`src/pse_pkg.sv`:
```
// Shared types, status codes and helpers for the postfix stack evaluator.
`timescale 1ns / 1ps
package pse_pkg;

	localparam int DEF_STACK_DEPTH = 128;
	localparam int DEF_FRAC_BITS   = 16;

	localparam logic [1:0] TOK_NUMBER = 2'd0;
	localparam logic [1:0] TOK_OPER   = 2'd1;
	localparam logic [1:0] TOK_END    = 2'd2;

	localparam logic [2:0] ST_OK       = 3'd0;
	localparam logic [2:0] ST_FEW      = 3'd1;
	localparam logic [2:0] ST_DIV0     = 3'd2;
	localparam logic [2:0] ST_ILLEGAL  = 3'd3;
	localparam logic [2:0] ST_MANY     = 3'd4;
	localparam logic [2:0] ST_EMPTY    = 3'd5;
	localparam logic [2:0] ST_OVERFLOW = 3'd6;

	localparam logic [7:0] CH_PLUS  = 8'h2B;
	localparam logic [7:0] CH_MINUS = 8'h2D;
	localparam logic [7:0] CH_STAR  = 8'h2A;
	localparam logic [7:0] CH_SLASH = 8'h2F;

	typedef struct packed {
		logic [1:0]         req_type;
		logic signed [31:0] number_value;
		logic [7:0]         operator_char;
	} token_t;

	typedef struct packed {
		logic signed [31:0] result_value;
		logic [2:0]         status;
	} result_t;

	typedef enum logic [1:0] {
		OP_ADD = 2'd0,
		OP_SUB = 2'd1,
		OP_MUL = 2'd2,
		OP_DIV = 2'd3
	} alu_op_t;

	// Controller to datapath.
	typedef struct packed {
		logic    push_in;     // write the token number at count
		logic    rd_right;    // read entry count-1
		logic    rd_left;     // read entry count-2
		logic    cap_right;   // capture read data as right operand
		logic    cap_left;    // capture read data as left operand
		logic    start;       // start the arithmetic on the captured operands
		alu_op_t op;
		logic    push_res;    // write the arithmetic result at count
		logic    rd_bottom;   // read entry zero
	} dp_cmd_t;

	// Datapath to controller.
	typedef struct packed {
		logic right_zero;
		logic alu_done;
	} dp_status_t;

	// Saturate a sign and a magnitude to the signed 32-bit range.
	function automatic logic [31:0] sat_mag(input logic neg, input logic [63:0] mag);
		logic [31:0] r;
		if (neg) begin
			if (mag >= 64'h8000_0000) r = 32'h8000_0000;
			else r = 32'(~mag[31:0] + 32'd1);
		end else begin
			if (mag > 64'h7FFF_FFFF) r = 32'h7FFF_FFFF;
			else r = mag[31:0];
		end
		return r;
	endfunction

endpackage

```
`src/pse_ctrl.sv`:
```
// Controller: token sequencing, stack count, error latch and result register.
`timescale 1ns / 1ps
module pse_ctrl #(
	parameter int STACK_DEPTH = pse_pkg::DEF_STACK_DEPTH,
	parameter int CW          = $clog2(STACK_DEPTH + 1)
) (
	input  logic                clk,
	input  logic                arst_n,
	input  pse_pkg::token_t     tok,
	input  logic                tok_valid,
	output logic                tok_stall,
	output pse_pkg::result_t    res,
	output logic                res_valid,
	input  logic                res_stall,
	output pse_pkg::dp_cmd_t    cmd,
	output logic [CW-1:0]       count,
	input  pse_pkg::dp_status_t stat,
	input  logic [31:0]         rd_data
);
	import pse_pkg::*;

	typedef enum logic [6:0] {
		S_IDLE  = 7'b0000001,
		S_RDR   = 7'b0000010,
		S_RDL   = 7'b0000100,
		S_CAPL  = 7'b0001000,
		S_ALU   = 7'b0010000,
		S_WAIT  = 7'b0100000,
		S_END   = 7'b1000000
	} state_t;

	state_t state_q;
	logic [CW-1:0] count_q;
	logic [2:0] err_q;
	alu_op_t op_q;
	logic illegal_q;
	logic accept;

	assign count = count_q;
	assign tok_stall = (state_q != S_IDLE) || res_valid;
	assign accept = tok_valid && !tok_stall;

	always_comb begin
		cmd = '0;
		cmd.op = op_q;
		cmd.push_in = accept && tok.req_type == TOK_NUMBER && err_q == ST_OK
		              && count_q < CW'(STACK_DEPTH);
		cmd.rd_right = accept && tok.req_type == TOK_OPER && err_q == ST_OK;
		cmd.rd_bottom = accept && tok.req_type == TOK_END;
		cmd.cap_right = (state_q == S_RDR);
		// The left address is held so that the read data is still valid when it is captured.
		cmd.rd_left = (state_q == S_RDR) || (state_q == S_RDL);
		cmd.cap_left = (state_q == S_CAPL);
		cmd.start = (state_q == S_ALU) && !(op_q == OP_DIV && stat.right_zero);
		cmd.push_res = (state_q == S_WAIT) && stat.alu_done;
	end

	always_ff @(posedge clk or negedge arst_n) begin
		if (!arst_n) begin
			state_q <= S_IDLE;
			count_q <= '0;
			err_q <= ST_OK;
			res_valid <= 1'b0;
			op_q <= OP_ADD;
			illegal_q <= 1'b0;
		end else begin
			if (res_valid && !res_stall) res_valid <= 1'b0;
			unique case (state_q)
				S_IDLE: begin
					if (accept) begin
						unique case (tok.req_type)
							TOK_NUMBER: begin
								if (err_q == ST_OK) begin
									if (count_q < CW'(STACK_DEPTH)) count_q <= count_q + CW'(1);
									else err_q <= ST_OVERFLOW;
								end
							end
							TOK_OPER: begin
								if (err_q == ST_OK) begin
									if (count_q < CW'(2)) begin
										count_q <= '0;
										err_q <= ST_FEW;
									end else begin
										illegal_q <= 1'b0;
										unique case (tok.operator_char)
											CH_PLUS:  op_q <= OP_ADD;
											CH_MINUS: op_q <= OP_SUB;
											CH_STAR:  op_q <= OP_MUL;
											CH_SLASH: op_q <= OP_DIV;
											default:  illegal_q <= 1'b1;
										endcase
										state_q <= S_RDR;
									end
								end
							end
							TOK_END: state_q <= S_END;
							default: ;
						endcase
					end
				end
				S_RDR: state_q <= S_RDL;
				S_RDL: state_q <= S_CAPL;
				S_CAPL: begin
					count_q <= count_q - CW'(2);
					if (illegal_q) begin
						err_q <= ST_ILLEGAL;
						state_q <= S_IDLE;
					end else state_q <= S_ALU;
				end
				S_ALU: begin
					// Right operand was captured in S_RDR.
					if (op_q == OP_DIV && stat.right_zero) begin
						err_q <= ST_DIV0;
						state_q <= S_IDLE;
					end else state_q <= S_WAIT;
				end
				S_WAIT: begin
					if (stat.alu_done) begin
						count_q <= count_q + CW'(1);
						state_q <= S_IDLE;
					end
				end
				S_END: begin
					res_valid <= 1'b1;
					count_q <= '0;
					err_q <= ST_OK;
					state_q <= S_IDLE;
				end
				default: state_q <= S_IDLE;
			endcase
		end
	end

	always_ff @(posedge clk) begin
		if (state_q == S_END) begin
			if (err_q != ST_OK) begin
				res.status <= err_q;
				res.result_value <= '0;
			end else if (count_q == '0) begin
				res.status <= ST_EMPTY;
				res.result_value <= '0;
			end else if (count_q > CW'(1)) begin
				res.status <= ST_MANY;
				res.result_value <= '0;
			end else begin
				res.status <= ST_OK;
				res.result_value <= rd_data;
			end
		end
	end

endmodule

```
`config.mk`:
```
export PLATFORM = sky130hd
export DESIGN_NAME = pse_ctrl
export DESIGN_NICKNAME = d
export VERILOG_FILES = /design/src/pse_pkg.sv /design/src/pse_ctrl.sv
export SDC_FILE = /design/constraint.sdc
export NUM_CORES = 1
export LEC_CHECK = 0
export ABC_AREA = 1
export BUFFER_PORTS_ARGS = -buffer_cell sky130_fd_sc_hd__buf_2
export CAP_MARGIN = 15
export CORE_MARGIN = 1
export CORE_UTILIZATION = 40
export CTS_CLUSTER_DIAMETER = 100
export DETAILED_ROUTE_END_ITERATION = 6
export PLACE_DENSITY = 0.72
export REMOVE_ABC_BUFFERS = 1
export SLEW_MARGIN = 20
export SYNTH_ARGS = -nofsm -noshare
export SYNTH_HDL_FRONTEND = slang
export SYNTH_SLANG_ARGS = --single-unit
```
`constraint.sdc`:
```
create_clock -name clk -period 3.4 [get_ports clk]
set_input_delay 0.34 -clock clk [delete_from_list [all_inputs] [get_ports clk]]
set_output_delay 0.34 -clock clk [all_outputs]
set_load 0.05 [all_outputs]
```
==> results of run 1 <==
==> cell usage in the layout (no fill, tap or decap), types with 3 or more instances in the layout <==
cell / Yosys / final
a21oi_1: 3 / 3
buf_2: 0 / 102
clkbuf_8: 0 / 9
clkinv_1: 1 / 3
dfrtp_1: 21 / 21
edfxtp_1: 35 / 35
ha_1: 8 / 8
inv_1: 83 / 83
nand2_1: 92 / 92
nand2_2: 5 / 5
nand3_1: 41 / 41
nand4_1: 10 / 10
nor2_1: 66 / 66
nor2_2: 6 / 5
nor2_4: 7 / 8
nor3_1: 6 / 6
o21ai_0: 6 / 6
xor2_1: 4 / 4
==> worst min path at each step <==
stage | start | end | slack, ns | cells past startpoint
floorplan | arst_n | count[0]$_DFFE_PN0P_ | 0.04 | 0
global placement | arst_n | count[3]$_DFFE_PN0P_ | 0.34 | 1
detailed placement | arst_n | count[3]$_DFFE_PN0P_ | 0.36 | 1
CTS | res_stall | res_valid$_DFFE_PN0P_ | 0.19 | 3
global route | res_stall | res_valid$_DFFE_PN0P_ | 0.21 | 3
finish | res_stall | res_valid$_DFFE_PN0P_ | 0.21 | 3
==> worst min-delay path, cell delays in order <==
cell and delay [ns]:
buf_2 0.07, nand2_1 0.04, nand2_1 0.05
==> kinds of logic after synthesis <==
family,Yosys count
buffers and inverters,92
AO/OA/AOI/OAI,15
adder cells (fa/ha/maj),8
AND/OR/NAND/NOR,245
XOR/XNOR,5
flip-flops,57
==> per-layer routing <==
metal / part of all wire, % / GRT usage, % / vias up
met4: 0.50 / 6.026 / 0
li1: - / - / 1538
met3: 9.2 / 3.784 / 4
met1: 45 / 23.59 / 1334
met2: 45 / 29.65 / 150
met5: 0 / 0 / -
==> stage by stage <==
| stage | cells | utilization [%] | area [um2] |
|---|---|---|---|
| after floorplan | 414 | - | 3337 |
| after global placement | 622 | 48.58 | 3991 |
| after detailed placement | 622 | 48.58 | 3991 |
| after CTS | 639 | 51.26 | 4212 |
| after global routing | 639 | 51.26 | 4212 |
| final | 639 | 51.26 | 4212 |
==> sequential cells by signal, indices dropped and copies added, names as in the netlist <==
name       flops
op_q           2
count          8
err_q          3
res           35
res_valid      1
state_q        7
illegal_q      1
==> power by group through the flow <==
stage / logic [mW] / clock network (mW) / registers, mW
6_report: 1.42 / 0.683 / 0.966
5_1_grt: 1.58 / 0.736 / 0.982
4_1_cts: 1.43 / 0.703 / 0.964
3_5_place_dp: 1.42 / 0 / 0.978
3_3_place_gp: 1.40 / 0 / 0.974
2_1_floorplan: 0.939 / 0 / 1.14
==> final cells by class <==
cell class	count	area [um2]
clock inverters	6	82.58
inverters	84	315.3
clock buffers	10	127.6
multi-input cells	273	1424
flip-flops and latches	57	1603
repair buffers	104	528.0
well taps	105	131.4
fillers	787	4005
==> impl_metrics.yaml, run 1 <==
worst_setup_path:
  arrival_ns: 2.13
  critPathCaptureType: "output port"
  cpPeakStageDelay_ns: 0.55
  reg2regPathDepth: 5
  cp_slowest_cell: "dfstp_2"
  cp_top_family: "simple AND/OR/NAND/NOR gates"
  crit_path_start_kind: "flop"
  startpoint: "state_q[0]$_DFFE_PN1P_"
  rr_endpoint: "res[13]$_SDFFCE_PP0P_"
  reg2reg_from: "count[1]$_DFFE_PN0P_"
  ff2ff_setup_slack_ns: 1.24
  critPathKind: "reg -> out"
  critPathMaxFanout: 15
  required_ns: 3.06
  crit_path_end: "cmd[9]"
  critical_path_depth: 7
  critPathBufInv: 2
  path_cells: "inv_1 -> nor2_1 -> nand2_1 -> nor2_4 -> nand3_4 -> nor4_1 -> buf_2"
yosys:
  synth_xor_area_share_pct: 1.283
  yosysSeqAreaShare_pct: 46.97
  ys_types: 32
  synth-simple-area-share_pct: 34.69
  synthTopCellsByCount: "92 x nand2_1, 83 x inv_1, 66 x nor2_1, 41 x nand3_1, 35 x edfxtp_1"
  synthTopCellsByArea: "edfxtp_1 31%, dfrtp_1 15%, nand2_1 10%, inv_1 9.1%, nor2_1 7.3%"
  yosys.area.top_type: "edfxtp_1"
  yosysWarnings: 0
  yosysTopAreaCellShare_pct: 30.80
  syn_area_mm2: 0.003412
  synth_compound_area_share_pct: 2.677
  synthFlopType: "edfxtp_1"
  syn_area_per_cell_um2: 8.085
  async_flop_share_pct: 38.60
  synth_top_family_by_area: "simple AND/OR/NAND/NOR gates"
  muxShareOfSynthArea_pct: 0
  ys_seq_elements: 57
  synthAdderAreaFrac_pct: 2.934
  synth-edff-count: 35
  synth_most_common_cell: "nand2_1"
  syn-instance-count: 422
grt:
  grt_overflow_total: 0
  grt_pass1_vias: 2732
  antenna_found_initial: 0
  grt_max_degree: 38
  grt.total_usage_pct: 18.03
  grt_pass1_wl_mm: 12.41
layout:
  drive_gt1_share_pct: 27.53
  n_antenna_cell: 0
  syn_to_final_growth_pct: 23.43
  nets: 617
clocking:
  ctsHoldBuffers: 1
  cts.clk_slew.worst_paths_ns: 0.07
  clkSinkCount: 57
  postCtsSetupRepairBufs: 0
  max-clock-path-buffers: 2
  cts_root_buffer: "clkbuf_8"
  h-tree-depth: 3
  cts_tree: "done"
  cts_resized: 0
  cts-buffers-inserted: 9
  clk_latency_ns: 0.33
route:
  antenna_left: 0
  drt_iter0_drc: 82
  num_vias: 3026
  via_per_inst: 4.736
  firstDrtPassIters: 4
  wl_mm: 7.607
  wl_per_cell_um: 11.90
  drcViolationCount: 0
timing:
  setup_ws_ns: 0.9295
  max_freq_ghz: 0.4048
  fin_crit_sh_pct: 72.66
  slew_headroom_pct: 59.91
  rsz0062_at_grt: "false"
  final_hold_viol_count: 0
  whs_ns: 0.2100
  fin_tns_setup_ns: 0
  tightestPinTransition_ns: 0.6006
  slew_violations: 0
  setup_viol: 0
  period_minus_slack_ns: 2.471
  finalClockSkew_ns: 0.01172
pwr:
  intPower_mw: 1.666
  switching_share_pct: 45.73
  p_per_area_mw_per_mm2: 729.0
  power_mw: 3.070
  pwr-share-comb_pct: 46.3
  p_leak_nw: 2.263
  clock_power_share_pct: 22.3
  seq_power_share_pct: 31.5
  switchingPower_mw: 1.404
  peakVddDrop_v: 0.0004097
place:
  portBuffers: 102
  place_ws_ns: 1.205
  place_congestion: 0.8386
  dp_hpwl_mm: 5.647
floorplan:
  dieArea_mm2: 0.008904
  rows: 33
  fp.dieW_um: 94.36
  core_mm2: 0.008217
  ioPinCount: 135
  chipHeight_um: 94.36
  start_util_pct: 41.53
job:
  cap_violations: 0
hold_path:
  hp-class: "in -> reg"
run_status:
  status: "completed"
Note: power is estimated with default switching activity, not from simulation.
==> inputs of run 2 (changes only) <==
==> constraint.sdc (replaced) <==
create_clock -name clk -period 2.3 [get_ports clk]
set_input_delay 0.23 -clock clk [delete_from_list [all_inputs] [get_ports clk]]
set_output_delay 0.23 -clock clk [all_outputs]
set_load 0.05 [all_outputs]
==> run 2 against run 1 <==
Non-clock buffer count up 5; flip-flop and latch count unchanged; largest power group unchanged; die area is the same; clock power rose by 43%.
==> impl_metrics.yaml, run 2 (synthesis results as in run 1) <==
timing:
  max_freq_ghz: 0.4758
  slew_headroom_pct: 64.06
  tightestPinTransition_ns: 0.5390
  period_minus_slack_ns: 2.102
  rsz0062_at_grt: "false"
  finalClockSkew_ns: 0.01272
  fin_crit_sh_pct: 91.37
  final_hold_viol_count: 0
  slew_violations: 0
  fin_tns_setup_ns: 0
  setup_viol: 0
layout:
  nets: 622
  n_antenna_cell: 0
  layout_commonest_cell: "buf_2"
  syn_to_final_growth_pct: 24.31
  final_cell_mix: "101 x buf_2, 92 x nand2_1, 83 x inv_1"
  drive_gt1_share_pct: 28.07
  largest_reg_flops: 35
  regMostFlops: "res"
  final_util_pct: 51.62
pwr:
  peakVddDrop_v: 0.0007177
  p_leak_nw: 2.290
  power_mw: 4.578
  p_per_area_mw_per_mm2: 1079
job:
  cap_violations: 0
grt:
  grt_pass1_wl_mm: 12.34
  grt_overflow_total: 0
  grt.total_usage_pct: 17.78
  grt_pass1_vias: 2755
  antenna_found_initial: 0
  grt_max_degree: 38
floorplan:
  start_util_pct: 41.53
  ioPinCount: 135
  dieArea_mm2: 0.008904
  rows: 33
  fp.dieW_um: 94.36
  core_mm2: 0.008217
  chipHeight_um: 94.36
route:
  antenna_left: 0
  wl_per_cell_um: 11.93
  firstDrtPassIters: 4
  wl_mm: 7.672
  num_vias: 3049
  drt_iter0_drc: 91
  drcViolationCount: 0
  via_per_inst: 4.742
clocking:
  cts_tree: "done"
  h-tree-depth: 3
  clkSinkCount: 57
  cts.clk_slew.worst_paths_ns: 0.07
  clk_latency_ns: 0.33
  max-clock-path-buffers: 2
  cts-buffers-inserted: 9
  cts_root_buffer: "clkbuf_8"
worst_setup_path:
  required_ns: 2.07
  arrival_ns: 1.87
  critPathKind: "reg -> out"
  critPathCaptureType: "output port"
  crit_path_start_kind: "flop"
  critPathMaxFanout: 6
  cp_slowest_cell: "dfstp_2"
  path_cells: "inv_1 -> nor2_1 -> nand2_1 -> nor2_4 -> nand3_4 -> nor4_1 -> buf_4"
  cpPeakStageDelay_ns: 0.55
place:
  dp_hpwl_mm: 5.714
  place_congestion: 0.8549
  portBuffers: 102
run_status:
  status: "completed"
hold_path:
  hp-class: "in -> reg"
## run 2: changes by cell type in the layout (fill, tap and decap cells not counted)
cell,delta
clkbuf_1,+1
buf_2,-1
buf_4,+6
clkinvlp_4,-2
clkinv_1,-1
clkinv_2,+1
## run 2: through the flow
step	std cells	worst slack, ns	area [um2]	hold slack (ns)
CTS	641	0.08594	4224	0.09870
global route	643	0.05745	4242	0.1089
finish	643	0.1984	4242	0.1044
detailed placement	625	0.4626	4014	0.2461
floorplan	414	-0.5271	3337	-0.06559
global placement	625	0.4393	4014	0.2360
## run 2: worst max-delay path: cells and delay by family (launching register included)
kind	cells	cell delay (ns)
DFF	1	0.55
buffers and inverters	2	0.30
and+or+nand+nor	5	0.69
## run 2: area by class of cell
type	count	area [um2]
Clock buffer	11	131.4
Clock inverter	4	68.82
Fill cell	785	3975
Inverter	84	315.3
Multi-Input combinational cell	273	1424
Sequential cell	57	1603
Tap cell	105	131.4
Timing Repair Buffer	109	568.0
## run 2: final timing paths
path | to | cells past startpoint | slack (ns) | from
max | cmd[9] | 7 | 0.20 | state_q[0]$_DFFE_PN1P_
min | res_valid$_DFFE_PN0P_ | 3 | 0.10 | res_stall
max reg2reg | count[4]$_DFFE_PN0P_ | 12 | 0.38 | state_q[0]$_DFFE_PN1P_
min reg2reg | err_q[0]$_DFFE_PN0P_ | 2 | 0.48 | err_q[0]$_DFFE_PN0P_
max in group asynchronous | state_q[0]$_DFFE_PN1P_ | 2 | 1.52 | arst_n
min in group asynchronous | state_q[1]$_DFFE_PN0P_ | 2 | 0.42 | arst_n
## run 2: timing repair
item | CTS | global route
endpoints found under the setup margin | 0 | 1
endpoints found under the hold margin | 21 | 0
gates resized for setup | 0 | 2
buffers inserted | 0 | 2
hold buffers | 1 | 0
## run 2: per-layer routing
metal,wire (um),global-route usage [%]
met1,3446,22.59
met2,3430,29.47
met3,661,3.382
met4,133,7.692
met5,0,0
## run 2: power by group
group	switching (mW)	total (mW)	leakage [nW]	internal, mW
Sequential	0.166	1.43	0.618	1.26
Clock	0.375	0.974	0.101	0.599
Combinational	1.52	2.18	1.57	0.656
